File: src/hw/rtl/tps_pkg.sv
// Shared constants, types and the class bonus table of the target priority selector.
package tps_pkg;

  localparam int MAX_TARGETS = 16;
  localparam int COORD_BITS  = 11;

  localparam int AREA_W  = 22;
  localparam int CLASS_W = 4;
  localparam int INDEX_W = 4;
  localparam int CNT_W   = $clog2(MAX_TARGETS + 1);

  // Squared distance, the radicand (sixteen times the squared distance,
  // padded to an even width) and the root with two fraction bits.
  localparam int SQ_W   = 2 * COORD_BITS + 1;
  localparam int ROOT_W = (SQ_W + 4 + 1) / 2;
  localparam int RAD_W  = 2 * ROOT_W;
  localparam int STEP_W = $clog2(ROOT_W + 1);

  localparam int BONUS_W     = 13;
  localparam int MATCH_BONUS = 100000;
  localparam int BASE_W      = AREA_W + 1;
  localparam int SCORE_W     = 26;

  // Configuration port.
  localparam int PADDR_W   = 3;
  localparam int PDATA_W   = 32;
  localparam int REG_IDX_W = PADDR_W - 2;
  localparam logic [REG_IDX_W-1:0] REG_WANTED_CLASS = '0;

  typedef enum logic [2:0] {
    ST_IDLE,
    ST_SQX,
    ST_SQY,
    ST_ROOT,
    ST_SCORE,
    ST_EMIT
  } state_t;

  function automatic logic [BONUS_W-1:0] class_bonus(input logic [CLASS_W-1:0] cls);
    logic [BONUS_W-1:0] b;
    case (cls)
      4'd1:    b = BONUS_W'(4000);
      4'd2:    b = BONUS_W'(3000);
      4'd3:    b = BONUS_W'(6000);
      4'd4:    b = BONUS_W'(5000);
      4'd5:    b = BONUS_W'(2000);
      4'd6:    b = BONUS_W'(1000);
      default: b = '0;
    endcase
    return b;
  endfunction

endpackage

File: src/hw/rtl/tps_if.sv
// Valid/ready channel interfaces for target beats and pick beats.
interface tps_in_if
  import tps_pkg::*;
  ();
  logic                  valid;
  logic                  ready;
  logic                  present;
  logic [AREA_W-1:0]     target_area;
  logic [CLASS_W-1:0]    class_number;
  logic [COORD_BITS-1:0] center_x;
  logic [COORD_BITS-1:0] center_y;
  logic                  frame_last;

  modport source (
    output valid, present, target_area, class_number, center_x, center_y, frame_last,
    input  ready
  );
  modport sink (
    input  valid, present, target_area, class_number, center_x, center_y, frame_last,
    output ready
  );
endinterface

interface tps_out_if
  import tps_pkg::*;
  ();
  logic                  valid;
  logic                  ready;
  logic                  found;
  logic [INDEX_W-1:0]    pick_index;
  logic [CLASS_W-1:0]    pick_class;
  logic [COORD_BITS-1:0] pick_x;
  logic [COORD_BITS-1:0] pick_y;
  logic [AREA_W-1:0]     pick_area;

  modport source (
    output valid, found, pick_index, pick_class, pick_x, pick_y, pick_area,
    input  ready
  );
  modport sink (
    input  valid, found, pick_index, pick_class, pick_x, pick_y, pick_area,
    output ready
  );
endinterface

File: src/hw/rtl/target_priority_selector.sv
// Top level of the target priority selector: sequencer, scoring and pick register.
//
// Usage. Targets of one frame arrive on the input channel, one beat per
// target; frame_last marks the final beat of the frame, and a beat with
// present low stands for a frame with no targets and closes it at once.
// For each frame exactly one pick beat leaves on the output channel. The
// wanted class is written through the APB-style port while the block is idle.
//
// Sequence. A beat is taken in the idle state. When the previous frame's pick
// had a nonzero class, the squared distance to it is formed on one shared
// multiplier, dx squared and then dy squared added, and its root is extracted
// one bit per cycle, after which the finished root is handed over and the
// beat is scored. Without a previous class the squared distance and root
// are skipped and the beat goes straight to scoring. Beats beyond the
// sixteenth of a frame are taken but not scored. A closing beat then
// passes the emit state, which loads the pick register once it is free.
//
// Reset clears the wanted class, the frame in progress and the remembered
// pick, and empties the pick register. The pick register parts the two
// sides: a new frame is taken while a pick waits, and the block only halts
// when a second pick is ready before the first has been taken.
module target_priority_selector
  import tps_pkg::*;
(
  input  logic               clk,
  input  logic               rst,
  input  logic               psel,
  input  logic               penable,
  input  logic               pwrite,
  input  logic [PADDR_W-1:0] paddr,
  input  logic [PDATA_W-1:0] pwdata,
  output logic [PDATA_W-1:0] prdata,
  output logic               pready,
  tps_in_if.sink             in_ch,
  tps_out_if.source          out_ch
);

  state_t state;
  state_t state_next;

  logic [CLASS_W-1:0] wanted_class;

  // Frame in progress.
  logic                       have_best;
  logic signed [SCORE_W-1:0]  best_score;
  logic [INDEX_W-1:0]         best_index;
  logic [CLASS_W-1:0]         best_class;
  logic [COORD_BITS-1:0]      best_x;
  logic [COORD_BITS-1:0]      best_y;
  logic [AREA_W-1:0]          best_area;
  logic [CNT_W-1:0]           item_counter;

  // Pick of the previous frame.
  logic [CLASS_W-1:0]    prev_class;
  logic [COORD_BITS-1:0] prev_x;
  logic [COORD_BITS-1:0] prev_y;

  // Target beat being worked on.
  logic                  cur_empty;
  logic                  cur_last;
  logic [AREA_W-1:0]     cur_area;
  logic [CLASS_W-1:0]    cur_class;
  logic [COORD_BITS-1:0] cur_x;
  logic [COORD_BITS-1:0] cur_y;
  logic [COORD_BITS-1:0] dx_abs;
  logic [COORD_BITS-1:0] dy_abs;
  logic [COORD_BITS-1:0] dx_abs_next;
  logic [COORD_BITS-1:0] dy_abs_next;
  logic [SQ_W-1:0]       sq_acc;

  // Sequencer outputs.
  logic in_accept;
  logic sq_first;
  logic sq_second;
  logic score_en;
  logic emit_load;
  logic out_free;

  // Datapath.
  logic [COORD_BITS-1:0]     mul_op;
  logic [2*COORD_BITS-1:0]   prod;
  logic [SQ_W-1:0]           sq_sum;
  logic [RAD_W-1:0]          radicand;
  logic                      root_done;
  logic [ROOT_W-1:0]         root;
  logic [BASE_W-1:0]         base;
  logic signed [SCORE_W-1:0] score;
  logic [ROOT_W:0]           penalty;
  logic                      take;
  logic                      counter_full;

  tps_regs u_regs (
    .clk          (clk),
    .rst          (rst),
    .psel         (psel),
    .penable      (penable),
    .pwrite       (pwrite),
    .paddr        (paddr),
    .pwdata       (pwdata),
    .prdata       (prdata),
    .pready       (pready),
    .wanted_class (wanted_class)
  );

  // Squared distance: dx squared in the SQX state, dy squared added in SQY,
  // and the sum goes straight into the root unit scaled by sixteen.
  assign mul_op   = sq_first ? dx_abs : dy_abs;
  assign prod     = mul_op * mul_op;
  assign sq_sum   = sq_acc + SQ_W'(prod);
  assign radicand = RAD_W'({sq_sum, 4'b0000});

  tps_isqrt u_isqrt (
    .clk      (clk),
    .rst      (rst),
    .start    (sq_second),
    .radicand (radicand),
    .done     (root_done),
    .root     (root)
  );

  assign dx_abs_next = (in_ch.center_x >= prev_x) ? (in_ch.center_x - prev_x)
                                                  : (prev_x - in_ch.center_x);
  assign dy_abs_next = (in_ch.center_y >= prev_y) ? (in_ch.center_y - prev_y)
                                                  : (prev_y - in_ch.center_y);

  assign counter_full = (item_counter >= CNT_W'(MAX_TARGETS));

  // Score in quarter units: four times area and bonuses, less twice the
  // distance root, which already carries two fraction bits.
  always_comb begin
    base = BASE_W'(cur_area);
    if (wanted_class == '0) begin
      base = base + BASE_W'(class_bonus(cur_class));
    end
    if (cur_class == wanted_class) begin
      base = base + BASE_W'(MATCH_BONUS);
    end
    if (prev_class != '0) begin
      penalty = {root, 1'b0};
    end else begin
      penalty = '0;
    end
    score = signed'(SCORE_W'({base, 2'b00})) - signed'(SCORE_W'(penalty));
    take  = !have_best || (score > best_score);
  end

  // Next state.
  always_comb begin
    state_next = state;
    case (state)
      ST_IDLE: begin
        if (in_ch.valid) begin
          if (!in_ch.present) begin
            state_next = ST_EMIT;
          end else if (counter_full) begin
            state_next = in_ch.frame_last ? ST_EMIT : ST_IDLE;
          end else if (prev_class != '0) begin
            state_next = ST_SQX;
          end else begin
            state_next = ST_SCORE;
          end
        end
      end
      ST_SQX:   state_next = ST_SQY;
      ST_SQY:   state_next = ST_ROOT;
      ST_ROOT: begin
        if (root_done) begin
          state_next = ST_SCORE;
        end
      end
      ST_SCORE: state_next = cur_last ? ST_EMIT : ST_IDLE;
      ST_EMIT: begin
        if (out_free) begin
          state_next = ST_IDLE;
        end
      end
      default:  state_next = ST_IDLE;
    endcase
  end

  // Sequencer outputs.
  always_comb begin
    in_ch.ready = 1'b0;
    sq_first    = 1'b0;
    sq_second   = 1'b0;
    score_en    = 1'b0;
    emit_load   = 1'b0;
    case (state)
      ST_IDLE:  in_ch.ready = 1'b1;
      ST_SQX:   sq_first    = 1'b1;
      ST_SQY:   sq_second   = 1'b1;
      ST_ROOT:  ;
      ST_SCORE: score_en    = 1'b1;
      ST_EMIT:  emit_load   = out_free;
      default:  ;
    endcase
  end

  assign in_accept = in_ch.valid && in_ch.ready;
  assign out_free  = !out_ch.valid || out_ch.ready;

  always_ff @(posedge clk) begin
    if (rst) begin
      state <= ST_IDLE;
    end else begin
      state <= state_next;
    end
  end

  // Beat capture and squared distance accumulation.
  always_ff @(posedge clk) begin
    if (in_accept) begin
      cur_empty <= !in_ch.present;
      cur_last  <= in_ch.frame_last;
      cur_area  <= in_ch.target_area;
      cur_class <= in_ch.class_number;
      cur_x     <= in_ch.center_x;
      cur_y     <= in_ch.center_y;
      dx_abs    <= dx_abs_next;
      dy_abs    <= dy_abs_next;
    end
    if (sq_first) begin
      sq_acc <= SQ_W'(prod);
    end
  end

  // Best so far, item count and the remembered pick.
  always_ff @(posedge clk) begin
    if (rst) begin
      have_best    <= 1'b0;
      best_score   <= '0;
      best_index   <= '0;
      best_class   <= '0;
      best_x       <= '0;
      best_y       <= '0;
      best_area    <= '0;
      item_counter <= '0;
      prev_class   <= '0;
      prev_x       <= '0;
      prev_y       <= '0;
    end else if (emit_load) begin
      if (cur_empty) begin
        prev_class <= '0;
        prev_x     <= '0;
        prev_y     <= '0;
      end else begin
        prev_class <= best_class;
        prev_x     <= best_x;
        prev_y     <= best_y;
      end
      have_best    <= 1'b0;
      best_score   <= '0;
      best_index   <= '0;
      best_class   <= '0;
      best_x       <= '0;
      best_y       <= '0;
      best_area    <= '0;
      item_counter <= '0;
    end else if (score_en) begin
      if (take) begin
        have_best  <= 1'b1;
        best_score <= score;
        best_index <= INDEX_W'(item_counter);
        best_class <= cur_class;
        best_x     <= cur_x;
        best_y     <= cur_y;
        best_area  <= cur_area;
      end
      item_counter <= item_counter + 1'b1;
    end
  end

  // Pick register.
  always_ff @(posedge clk) begin
    if (rst) begin
      out_ch.valid <= 1'b0;
    end else if (emit_load) begin
      out_ch.valid <= 1'b1;
    end else if (out_ch.ready) begin
      out_ch.valid <= 1'b0;
    end
  end

  always_ff @(posedge clk) begin
    if (emit_load) begin
      if (cur_empty) begin
        out_ch.found      <= 1'b0;
        out_ch.pick_index <= '0;
        out_ch.pick_class <= '0;
        out_ch.pick_x     <= '0;
        out_ch.pick_y     <= '0;
        out_ch.pick_area  <= '0;
      end else begin
        out_ch.found      <= 1'b1;
        out_ch.pick_index <= best_index;
        out_ch.pick_class <= best_class;
        out_ch.pick_x     <= best_x;
        out_ch.pick_y     <= best_y;
        out_ch.pick_area  <= best_area;
      end
    end
  end

endmodule

File: src/hw/rtl/tps_regs.sv
// APB-style configuration register holding the wanted class.
module tps_regs
  import tps_pkg::*;
(
  input  logic                clk,
  input  logic                rst,
  input  logic                psel,
  input  logic                penable,
  input  logic                pwrite,
  input  logic [PADDR_W-1:0]  paddr,
  input  logic [PDATA_W-1:0]  pwdata,
  output logic [PDATA_W-1:0]  prdata,
  output logic                pready,
  output logic [CLASS_W-1:0]  wanted_class
);

  logic [REG_IDX_W-1:0] reg_idx;
  logic                 wr_en;

  assign reg_idx = paddr[PADDR_W-1:2];
  assign pready  = 1'b1;
  assign wr_en   = psel && penable && pwrite && pready;

  always_ff @(posedge clk) begin
    if (rst) begin
      wanted_class <= '0;
    end else if (wr_en && (reg_idx == REG_WANTED_CLASS)) begin
      wanted_class <= pwdata[CLASS_W-1:0];
    end
  end

  always_comb begin
    if (reg_idx == REG_WANTED_CLASS) begin
      prdata = PDATA_W'(wanted_class);
    end else begin
      prdata = '0;
    end
  end

endmodule

File: src/hw/rtl/tps_isqrt.sv
// Digit-serial integer square root: two radicand bits in, one root bit out per cycle.
module tps_isqrt
  import tps_pkg::*;
(
  input  logic              clk,
  input  logic              rst,
  input  logic              start,
  input  logic [RAD_W-1:0]  radicand,
  output logic              done,
  output logic [ROOT_W-1:0] root
);

  logic [RAD_W-1:0]  rad_sr;
  logic [ROOT_W:0]   rem;
  logic [ROOT_W:0]   rem_next;
  logic [ROOT_W-1:0] root_next;
  logic [STEP_W-1:0] steps;
  logic [ROOT_W+2:0] rem_sh;
  logic [ROOT_W+2:0] trial;
  logic [ROOT_W+2:0] diff;

  // Bring down the next radicand digit and try the next root bit.
  always_comb begin
    rem_sh = {rem, rad_sr[RAD_W-1 -: 2]};
    trial  = {1'b0, root, 2'b01};
    diff   = rem_sh - trial;
    if (rem_sh >= trial) begin
      rem_next  = diff[ROOT_W:0];
      root_next = {root[ROOT_W-2:0], 1'b1};
    end else begin
      rem_next  = rem_sh[ROOT_W:0];
      root_next = {root[ROOT_W-2:0], 1'b0};
    end
  end

  always_ff @(posedge clk) begin
    if (rst) begin
      steps <= '0;
      done  <= 1'b0;
    end else begin
      done <= 1'b0;
      if (start) begin
        steps <= STEP_W'(ROOT_W);
      end else if (steps != '0) begin
        steps <= steps - 1'b1;
        if (steps == STEP_W'(1)) begin
          done <= 1'b1;
        end
      end
    end
  end

  always_ff @(posedge clk) begin
    if (start) begin
      rad_sr <= radicand;
      rem    <= '0;
      root   <= '0;
    end else if (steps != '0) begin
      rad_sr <= {rad_sr[RAD_W-3:0], 2'b00};
      rem    <= rem_next;
      root   <= root_next;
    end
  end

endmodule

File: src/flat_wrapper.sv
// flat-port wrapper written by rule: the top's interface ports become plain ports
module target_priority_selector_flat import tps_pkg::*;
  (clk, rst, psel, penable, pwrite, paddr, pwdata, prdata, pready, in_ch_valid, in_ch_present, in_ch_target_area, in_ch_class_number, in_ch_center_x, in_ch_center_y, in_ch_frame_last, in_ch_ready, out_ch_valid, out_ch_found, out_ch_pick_index, out_ch_pick_class, out_ch_pick_x, out_ch_pick_y, out_ch_pick_area, out_ch_ready);
  tps_in_if in_ch_i ();
  tps_out_if out_ch_i ();
  input  logic clk;
  input  logic rst;
  input  logic psel;
  input  logic penable;
  input  logic pwrite;
  input  logic [PADDR_W-1:0] paddr;
  input  logic [PDATA_W-1:0] pwdata;
  output logic [PDATA_W-1:0] prdata;
  output logic pready;
  input wire logic [$bits(in_ch_i.valid)-1:0] in_ch_valid;
  input wire logic [$bits(in_ch_i.present)-1:0] in_ch_present;
  input wire logic [$bits(in_ch_i.target_area)-1:0] in_ch_target_area;
  input wire logic [$bits(in_ch_i.class_number)-1:0] in_ch_class_number;
  input wire logic [$bits(in_ch_i.center_x)-1:0] in_ch_center_x;
  input wire logic [$bits(in_ch_i.center_y)-1:0] in_ch_center_y;
  input wire logic [$bits(in_ch_i.frame_last)-1:0] in_ch_frame_last;
  output wire logic [$bits(in_ch_i.ready)-1:0] in_ch_ready;
  output wire logic [$bits(out_ch_i.valid)-1:0] out_ch_valid;
  output wire logic [$bits(out_ch_i.found)-1:0] out_ch_found;
  output wire logic [$bits(out_ch_i.pick_index)-1:0] out_ch_pick_index;
  output wire logic [$bits(out_ch_i.pick_class)-1:0] out_ch_pick_class;
  output wire logic [$bits(out_ch_i.pick_x)-1:0] out_ch_pick_x;
  output wire logic [$bits(out_ch_i.pick_y)-1:0] out_ch_pick_y;
  output wire logic [$bits(out_ch_i.pick_area)-1:0] out_ch_pick_area;
  input wire logic [$bits(out_ch_i.ready)-1:0] out_ch_ready;
  assign in_ch_i.valid = in_ch_valid;
  assign in_ch_i.present = in_ch_present;
  assign in_ch_i.target_area = in_ch_target_area;
  assign in_ch_i.class_number = in_ch_class_number;
  assign in_ch_i.center_x = in_ch_center_x;
  assign in_ch_i.center_y = in_ch_center_y;
  assign in_ch_i.frame_last = in_ch_frame_last;
  assign in_ch_ready = in_ch_i.ready;
  assign out_ch_valid = out_ch_i.valid;
  assign out_ch_found = out_ch_i.found;
  assign out_ch_pick_index = out_ch_i.pick_index;
  assign out_ch_pick_class = out_ch_i.pick_class;
  assign out_ch_pick_x = out_ch_i.pick_x;
  assign out_ch_pick_y = out_ch_i.pick_y;
  assign out_ch_pick_area = out_ch_i.pick_area;
  assign out_ch_i.ready = out_ch_ready;
  target_priority_selector u_core (.clk(clk), .rst(rst), .psel(psel), .penable(penable), .pwrite(pwrite), .paddr(paddr), .pwdata(pwdata), .prdata(prdata), .pready(pready), .in_ch(in_ch_i), .out_ch(out_ch_i));
endmodule
File: config.mk
export PLATFORM = sky130hd
export DESIGN_NAME = target_priority_selector_flat
export DESIGN_NICKNAME = d
export VERILOG_FILES = /design/src/hw/rtl/tps_pkg.sv /design/src/hw/rtl/tps_if.sv /design/src/hw/rtl/target_priority_selector.sv /design/src/hw/rtl/tps_regs.sv /design/src/hw/rtl/tps_isqrt.sv /design/src/flat_wrapper.sv
export SDC_FILE = /design/constraint.sdc
export NUM_CORES = 1
export LEC_CHECK = 0
export BUFFER_PORTS_ARGS = -buffer_cell sky130_fd_sc_hd__buf_2
export CAP_MARGIN = 20
export CORE_ASPECT_RATIO = 0.7
export CORE_UTILIZATION = 45
export DETAILED_ROUTE_END_ITERATION = 10
export GPL_ROUTABILITY_DRIVEN = 0
export PLACE_DENSITY = 0.74
export SYNTH_ARGS = -nofsm -noshare
export SYNTH_HDL_FRONTEND = slang
export SYNTH_SLANG_ARGS = --single-unit
File: constraint.sdc
create_clock -name clk -period 10.8 [get_ports clk]
set_input_delay 2.16 -clock clk [delete_from_list [all_inputs] [get_ports clk]]
set_output_delay 2.16 -clock clk [all_outputs]
set_load 0.005 [all_outputs]
==> flow_metrics.env, run 1 <==
export IMPL_outcome="completed"
export IMPL_grt_pass1_wl_um=81000
export IMPL_reg2reg_slack_ns=1.56
export IMPL_cts_setup_buffers=0
export IMPL_cts_buffers=35
export IMPL_post_route_drc_count=0
export IMPL_grt_setup_unrepaired="no"
export IMPL_synth_edf_count=169
export IMPL_critPathLaunchType="flip-flop"
export IMPL_start_util_pct=45.8
export IMPL_ys_async_sr_fraction_pct=0
export IMPL_cts_sinks=321
export IMPL_place_hpwl_um=37100
export IMPL_ys_warn_count=0
export IMPL_layout_drive_gt1_share_pct=10.5
export IMPL_yosys_area_top_type="edfxtp_1"
export IMPL_post_cts_resized=0
export IMPL_criticalPathCategory="flip-flop to flip-flop"
export IMPL_syn_instance_count=2249
export IMPL_die_height_um=184
export IMPL_fmax_ghz=0.108
export IMPL_drt_wl_total_um=49900
export IMPL_cp_max_fo=32
export IMPL_cts_tree="built"
export IMPL_vias=16200
export IMPL_drt_initial_drc_count=1305
export IMPL_rr_endpoint="u_core.u_isqrt.rad_sr[25]"
export IMPL_synth_area_leaders="edfxtp_1 24%, dfxtp_1 14%, ha_1 10%"
export IMPL_syn_mean_instance_area_um2=9.50
export IMPL_layout_nets=2681
export IMPL_placementRows=66
export IMPL_final_antenna_net_count=0
export IMPL_hold_violations=0
export IMPL_maxCapViolations=0
export IMPL_yosysSeqAreaShare_pct=38.0
export IMPL_hp_start="u_core.prev_class[0]"
export IMPL_synth_distinct_cells=88
export IMPL_fp_dieW_um=262
export IMPL_cp_common_cell="fa_1"
export IMPL_die_area_um2=48400
export IMPL_slew_viol_final=0
export IMPL_core_um2=46700
export IMPL_antenna_found_initial=2
export IMPL_setup_slack_ns=1.56
export IMPL_cp_end_kind="flip-flop"
export IMPL_hold_path_class="flip-flop to flip-flop"
export IMPL_drt_vias_per_instance=5.44
export IMPL_clk_latency_ns=0.54
export IMPL_worstPathArrival_ns=9.48
export IMPL_areaGrowthSynthToFinish_pct=10.8
export IMPL_period_minus_slack_ns=9.24
export IMPL_overflow=0
export IMPL_period_share_pct=85.5
export IMPL_slew_headroom_pct=23.5
export IMPL_cts_root_buffer="clkbuf_16"
export IMPL_grt_max_degree=81
export IMPL_tightestPinTransition_ns=1.15
export IMPL_h_tree_depth=2
export IMPL_worstRegToRegCells=28
export IMPL_io_buffer_count=120
export IMPL_worst_path_largest_cell_delay_ns=0.72
export IMPL_syn_area_um2=21400
export IMPL_cts_hold_fix_buffers=0
export IMPL_holdPathStages=2
export IMPL_clk_pin_slew_ns=0.06
export IMPL_numPlacedInstances=2914
export IMPL_yosys_register_bits=321
export IMPL_min_to="u_core.prev_class[0]"
export IMPL_yosys_area_top_type_share_pct=23.8
export IMPL_routedWlPerCell_um=16.7
export IMPL_skew_ns=0.0338
export IMPL_dp_slack_ns=1.47
export IMPL_tns_ns=0
export IMPL_grt_pass1_vias=15900
export IMPL_setup_viol=0
export IMPL_cp_slowest_cell="a2111oi_0"
export IMPL_ys_dominant_reg_cell="edfxtp_1"
export IMPL_io_pins=180
export IMPL_first_pass_iters=6
export IMPL_clockBufferDepth=3
export IMPL_critical_path_required_ns=11.05
export IMPL_final_cells=2981
export IMPL_grt_util_all_layers_pct=20.5
export IMPL_reg2reg_from="u_core.state[0]"
flip-flops by register name, indices dropped and copies added (netlist names), 14 cells and up:
| name | flops |
|---|---|
| u_core.best_area | 22 |
| u_core.best_score | 25 |
| u_core.cur_area | 22 |
| u_core.out_ch.pick_area | 22 |
| u_core.sq_acc | 21 |
| u_core.u_isqrt.rad_sr | 24 |
| u_core.u_isqrt.rem | 15 |
| u_core.u_isqrt.root | 14 |
stage by stage:
stage               util [%]  instance area, um2  hold slack [ns]
floorplan                  -               21500            0.431
global placement        48.2               22500            0.440
detailed placement      48.2               22500            0.446
CTS                     50.7               23700            0.455
global route            50.8               23700            0.475
finish                  50.8               23700            0.451
critical path, delay by kind of cell, from the launching register on:
family                   cells  cell delay [ns]
adder cells (fa/ha/maj)      7             3.27
AO/OA/AOI/OAI                7             1.97
buffers and inverters        5             0.97
flip-flops                   1             0.51
XOR/XNOR                     2             0.32
multiplexers                 1             0.64
AND/OR/NAND/NOR              6             1.24
worst max path at each step:
stage                          startpoint                         to  slack (ns)  cells past startpoint
after floorplan           u_core.state[1]  u_core.u_isqrt.rad_sr[25]        1.86                     29
after global placement    u_core.state[0]  u_core.u_isqrt.rad_sr[25]        1.74                     28
after detailed placement  u_core.state[0]  u_core.u_isqrt.rad_sr[25]        1.47                     28
after CTS                 u_core.state[0]  u_core.u_isqrt.rad_sr[25]        1.43                     28
after global routing      u_core.state[0]  u_core.u_isqrt.rad_sr[25]        0.97                     28
final                     u_core.state[0]  u_core.u_isqrt.rad_sr[25]        1.56                     28
Yosys cell counts (all sizes together) (14+ instances only):
master,number
a211oi,29
a21o,55
a21oi,149
a31oi,14
and3,14
buf,41
clkbuf,73
dfxtp,152
edfxtp,169
fa,69
ha,179
inv,214
mux2i,106
nand2,203
nand2b,23
nand3,34
nand4,21
nor2,205
nor2b,71
nor3,38
nor4,16
o21ai,83
o21bai,18
or2,17
xnor2,74
xor2,40
cell families (layout without fill, tap and decap cells):
| logic type | after synthesis | count (layout) | share of synthesized area, % |
|---|---|---|---|
| flops | 321 | 321 | 38.0 |
| buf+inv | 328 | 419 | 6.33 |
| mux | 108 | 108 | 5.07 |
| simple gates | 685 | 685 | 15.4 |
| xor+xnor | 114 | 114 | 4.67 |
| other cells | 2 | 31 | 0.0352 |
| compound gates | 441 | 441 | 13.5 |
| fa+ha+maj | 250 | 250 | 17.0 |
routing by layer:
layer | track usage [%] | wire length, um | share of wire, % | vias up
met2 | 33.5 | 22200 | 45 | 448
met5 | 0 | 0 | 0 | -
met4 | 5.84 | 1320 | 2.7 | 0
li1 | - | - | - | 7932
met1 | 28.2 | 23500 | 47 | 7762
met3 | 3.06 | 2820 | 5.6 | 74
cell usage in the layout, fill, tap and decap left out, types with 22 or more instances in the layout:
| cell type | instances |
|---|---|
| nor2_1 | 205 |
| xnor2_1 | 74 |
| nor2b_1 | 71 |
| a21o_1 | 55 |
| xor2_1 | 40 |
| ha_1 | 179 |
| nand2b_1 | 22 |
| a21oi_1 | 147 |
| inv_1 | 213 |
| dfxtp_1 | 152 |
| nand3_1 | 33 |
| edfxtp_1 | 169 |
| o21ai_0 | 82 |
| nor3_1 | 36 |
| buf_2 | 120 |
| a211oi_1 | 26 |
| mux2i_1 | 106 |
| fa_1 | 69 |
| conb_1 | 29 |
| nand2_1 | 201 |
| clkbuf_16 | 36 |
final cells by class:
cell class | count | area [um2]
clock inverter | 17 | 184
inverter | 214 | 805
fill | 4067 | 23000
timing repair buffer | 142 | 782
sequential | 321 | 8120
tap | 612 | 766
clock buffer | 46 | 978
multi-input combinational | 1627 | 12000
antenna | 2 | 5.00
Power of run 1 is left out: the tool's default activity adds up to more than one toggle a clock period on the data nets, which glitch-free logic cannot reach.
==> inputs of run 2 (changes only) <==
- PLACE_DENSITY: 0.74 -> default
- PLACE_DENSITY_LB_ADDON: default -> 0.12
==> flow_metrics.env, run 2 (synthesized netlist as in run 1, its figures left out) <==
export IMPL_outcome="completed"
export IMPL_core_um2=46700
export IMPL_setup_viol=0
export IMPL_period_share_pct=86.1
export IMPL_numPlacedInstances=2918
export IMPL_antenna_found_initial=4
export IMPL_cts_root_buffer="clkbuf_16"
export IMPL_reg2reg_slack_ns=1.51
export IMPL_fmax_ghz=0.108
export IMPL_io_buffer_count=120
export IMPL_drt_wl_total_um=51400
export IMPL_cts_buffers=36
export IMPL_cts_sinks=321
export IMPL_cts_setup_buffers=0
export IMPL_cp_max_fo=32
export IMPL_worst_path_largest_cell_delay_ns=0.71
export IMPL_reg_top3="u_core.best_score: 25 flops, u_core.u_isqrt.rad_sr: 24 flops"
export IMPL_reg2reg_from="u_core.state[0]"
export IMPL_worstRegToRegCells=28
export IMPL_h_tree_depth=2
export IMPL_cts_tree="built"
export IMPL_clk_latency_ns=0.53
export IMPL_die_area_um2=48400
export IMPL_start_util_pct=45.8
export IMPL_critPathLaunch="u_core.state[0]"
export IMPL_io_pins=180
export IMPL_grt_util_all_layers_pct=21.1
export IMPL_place_hpwl_um=37600
export IMPL_grt_max_degree=81
export IMPL_areaGrowthSynthToFinish_pct=11.1
export IMPL_skew_ns=0.0170
export IMPL_tns_ns=0
export IMPL_criticalPathCategory="flip-flop to flip-flop"
export IMPL_first_pass_iters=5
export IMPL_grt_setup_unrepaired="no"
export IMPL_rr_endpoint="u_core.u_isqrt.rad_sr[25]"
export IMPL_post_route_drc_count=0
export IMPL_vias=16000
export IMPL_clockBufferDepth=3
export IMPL_placementRows=66
export IMPL_routedWlPerCell_um=17.2
export IMPL_final_common_cell="inv_1"
export IMPL_die_height_um=184
export IMPL_slew_headroom_pct=25.8
export IMPL_hold_path_class="flip-flop to flip-flop"
export IMPL_maxCapViolations=0
export IMPL_hold_violations=0
export IMPL_grt_pass1_vias=15100
export IMPL_crit_end="u_core.u_isqrt.rad_sr[25]"
export IMPL_cts_hold_fix_buffers=0
export IMPL_layout_nets=2685
export IMPL_layout_drive_gt1_share_pct=10.7
export IMPL_drt_initial_drc_count=994
export IMPL_cp_end_kind="flip-flop"
export IMPL_critical_path_required_ns=11.05
export IMPL_post_cts_resized=0
export IMPL_grt_pass1_wl_um=82100
export IMPL_overflow=0
export IMPL_final_cell_mix="213 x inv_1, 205 x nor2_1, 201 x nand2_1"
export IMPL_tightestPinTransition_ns=1.11
export IMPL_final_cells=2985
export IMPL_cp_common_cell="fa_1"
export IMPL_period_minus_slack_ns=9.29
export IMPL_regMostFlops="u_core.best_score"
export IMPL_drt_vias_per_instance=5.35
export IMPL_largest_register_ffs=25
export IMPL_clk_pin_slew_ns=0.06
export IMPL_worstPathArrival_ns=9.54
export IMPL_final_antenna_net_count=0
export IMPL_critPathLaunchType="flip-flop"
export IMPL_slew_viol_final=0
export IMPL_cp_slowest_cell="a2111oi_0"
export IMPL_fp_dieW_um=262
-- run 2: cell types whose count changed in the layout (fill, tap and decap cells not counted), sizes merged --
cell | previous run | this run
clkinv | 12 | 9
clkbuf | 46 | 50
buf | 142 | 145
clkinvlp | 2 | 3
inv | 214 | 213
-- run 2: metal layers --
metal | track usage [%] | share of wire [%]
met5 | 0 | 0.051
met4 | 4.99 | 1.9
met3 | 3.75 | 5.5
met2 | 30.9 | 40
met1 | 32.0 | 52
-- run 2: worst min path at each step --
stage          cells after the start                  from                    to
2_1_floorplan                      2  u_core.prev_class[2]  u_core.prev_class[2]
3_3_place_gp                       2  u_core.prev_class[2]  u_core.prev_class[2]
3_5_place_dp                       2  u_core.prev_class[1]  u_core.prev_class[1]
4_1_cts                            2  u_core.prev_class[1]  u_core.prev_class[1]
5_1_grt                            2  u_core.prev_class[1]  u_core.prev_class[1]
6_report                           2     u_core.prev_x[10]     u_core.prev_x[10]
-- run 2: per-stage QoR --
step	hold slack [ns]	setup slack, ns	utilization [%]	cell area (um2)
finish	0.458	1.51	50.9	23700
global route	0.472	0.869	50.9	23700
CTS	0.458	1.46	50.9	23700
detailed placement	0.450	1.49	48.3	22500
global placement	0.440	1.62	48.3	22500
floorplan	0.431	1.86	-	21500
-- run 2: critical path: cells and delay by family (launching register included) --
kind	cells	cell delay [ns]
DFF	1	0.50
xor gates and xnor gates	2	0.34
adders and majority gates	7	3.30
and+or+nand+nor	6	1.25
buffers and inverters	5	1.00
muxes	1	0.69
AOI/OAI and AO/OA	7	1.95
-- run 2: area by class of cell --
class	count	area, um2
Fill cell	4234	22900
Multi-Input combinational cell	1627	12000
Sequential cell	321	8120
Clock buffer	50	1040
Timing Repair Buffer	145	805
Inverter	214	805
Tap cell	612	766
Clock inverter	14	158
Antenna cell	2	5.00
Power of run 2 is left out for the same reason.
==> inputs of run 3 (changes only) <==
- CORE_UTILIZATION: 45 -> 30
- SYNTH_HIERARCHICAL: default -> 1
==> flow_metrics.env, run 3 <==
export IMPL_layout_nets=2642
export IMPL_cts_sinks=325
export IMPL_clockBufferDepth=3
export IMPL_period_share_pct=79.8
export IMPL_yosys_register_bits=325
export IMPL_slew_headroom_pct=28.6
export IMPL_synth_edf_count=174
export IMPL_hold_path_class="flip-flop to flip-flop"
export IMPL_syn_area_um2=21500
export IMPL_setup_viol=0
export IMPL_reg2reg_slack_ns=2.18
export IMPL_antenna_found_initial=2
export IMPL_fmax_ghz=0.116
export IMPL_synth_distinct_cells=97
export IMPL_die_area_um2=72900
export IMPL_criticalPathCategory="flip-flop to flip-flop"
export IMPL_ys_top_cells_by_count="214 x inv_1, 211 x nor2_1, 180 x ha_1"
export IMPL_grt_util_all_layers_pct=15.8
export IMPL_io_pins=180
export IMPL_worstRegToRegCells=25
export IMPL_cp_end_kind="flip-flop"
export IMPL_critical_path_required_ns=11.09
export IMPL_ys_warn_count=6
export IMPL_routedWlPerCell_um=17.3
export IMPL_grt_max_degree=61
export IMPL_grt_setup_unrepaired="no"
export IMPL_yosysSeqAreaShare_pct=38.3
export IMPL_cts_hold_fix_buffers=0
export IMPL_areaGrowthSynthToFinish_pct=12.5
export IMPL_min_to="u_core/prev_x[10]"
export IMPL_cts_tree="built"
export IMPL_maxCapViolations=0
export IMPL_drt_wl_total_um=57000
export IMPL_vias=15600
export IMPL_clk_pin_slew_ns=0.07
export IMPL_skew_ns=0.0200
export IMPL_worstPathArrival_ns=8.90
export IMPL_grt_pass1_wl_um=89400
export IMPL_yosys_area_top_type_share_pct=24.3
export IMPL_cp_max_fo=33
export IMPL_final_cell_mix="214 x inv_1, 211 x nor2_1, 180 x ha_1"
export IMPL_die_height_um=226
export IMPL_cts_setup_buffers=0
export IMPL_hold_violations=0
export IMPL_h_tree_depth=2
export IMPL_ys_async_sr_fraction_pct=0
export IMPL_critPathLaunchType="flip-flop"
export IMPL_post_route_drc_count=0
export IMPL_syn_instance_count=2205
export IMPL_core_um2=70400
export IMPL_final_antenna_net_count=0
export IMPL_fp_dieW_um=322
export IMPL_tns_ns=0
export IMPL_regMostFlops="u_core/u_isqrt/rad_sr"
export IMPL_placementRows=81
export IMPL_drt_initial_drc_count=965
export IMPL_synth_area_leaders="edfxtp_1 24%, dfxtp_1 14%, ha_1 10%"
export IMPL_cp_top_family="adder cells"
export IMPL_slew_viol_final=0
export IMPL_final_common_cell="inv_1"
export IMPL_cp_num_buf_inv=5
export IMPL_outcome="completed"
export IMPL_period_minus_slack_ns=8.62
export IMPL_yosysMostFrequentCell="inv_1"
export IMPL_cp_slowest_cell="a2111oi_0"
export IMPL_rr_endpoint="u_core/u_isqrt/rad_sr[26]"
export IMPL_tightestPinTransition_ns=1.07
export IMPL_reg_top3="u_core/u_isqrt/rad_sr: 28 flops, u_core/best_score: 25 flops"
export IMPL_overflow=0
export IMPL_layout_drive_gt1_share_pct=13.0
export IMPL_first_pass_iters=5
export IMPL_cts_buffers=37
export IMPL_clk_latency_ns=0.55
export IMPL_reg2reg_from="u_core/state[0]"
export IMPL_io_buffer_count=120
export IMPL_largest_register_ffs=28
export IMPL_yosys_area_top_type="edfxtp_1"
export IMPL_cp_common_cell="fa_1"
export IMPL_syn_mean_instance_area_um2=9.76
export IMPL_place_hpwl_um=42300
export IMPL_worst_path_largest_cell_delay_ns=0.76
export IMPL_post_cts_resized=0
export IMPL_drt_vias_per_instance=4.76
export IMPL_fill_cells=7231
export IMPL_hp_start="u_core/prev_x[10]"
export IMPL_start_util_pct=30.6
export IMPL_holdPathStages=2
export IMPL_ys_dominant_reg_cell="edfxtp_1"
export IMPL_grt_pass1_vias=15200
export IMPL_cts_root_buffer="clkbuf_16"
==> run 3: layout make-up <==
type	instances	area, um2	share of cell area [%]
clock inverters	26	210	0.868
flip-flops and latches	325	8250	34.0
diodes	1	2.50	0.0103
inverters	215	810	3.34
clock buffers	42	987	4.08
multi-input cells	1577	12000	49.5
repair buffers	145	788	3.25
well taps	954	1190	4.93
==> run 3: cell families after synthesis <==
| group | Yosys count | synth area share, % |
|---|---|---|
| compound gates | 397 | 12.0 |
| xor+xnor | 115 | 4.84 |
| fa+ha+maj | 249 | 16.9 |
| buf+inv | 334 | 6.76 |
| flops | 325 | 38.3 |
| mux | 128 | 6.20 |
| other cells | 3 | 0.0523 |
| simple gates | 654 | 15.0 |
==> run 3: metrics by stage <==
step,setup slack (ns),area [um2],util (%),instances,hold slack (ns)
detailed placement,2.12,23000,32.7,3215,0.448
finish,2.18,24200,34.4,3285,0.456
global route,1.54,24200,34.4,3284,0.501
floorplan,2.45,21600,-,2236,0.436
global placement,2.16,23000,32.7,3215,0.449
CTS,2.07,24200,34.4,3283,0.457
==> run 3: worst max path at each step <==
| stage | from | to | slack, ns | depth (start not counted) |
|---|---|---|---|---|
| after floorplan | u_core/state[2] | u_core/u_isqrt/rad_sr[25] | 2.45 | 28 |
| after global placement | u_core/state[0] | u_core/u_isqrt/rad_sr[26] | 2.16 | 25 |
| after detailed placement | u_core/state[0] | u_core/u_isqrt/rad_sr[26] | 2.12 | 25 |
| after CTS | u_core/state[0] | u_core/u_isqrt/rad_sr[26] | 2.07 | 25 |
| after global routing | u_core/state[0] | u_core/u_isqrt/rad_sr[26] | 1.54 | 25 |
| final | u_core/state[0] | u_core/u_isqrt/rad_sr[26] | 2.18 | 25 |
==> run 3: metal layers <==
| metal | track usage, % | wire [um] |
|---|---|---|
| met4 | 3.20 | 789 |
| met5 | 0 | 14 |
| met3 | 2.37 | 2080 |
| met1 | 25.5 | 32100 |
| met2 | 21.6 | 22000 |
==> run 3: worst min-delay path, stage by stage (launching register included) <==
cell and delay, ns:
dfxtp_1 0.31, nand2_1 0.05, a21oi_1 0.05
Power of run 3 is left out for the same reason.
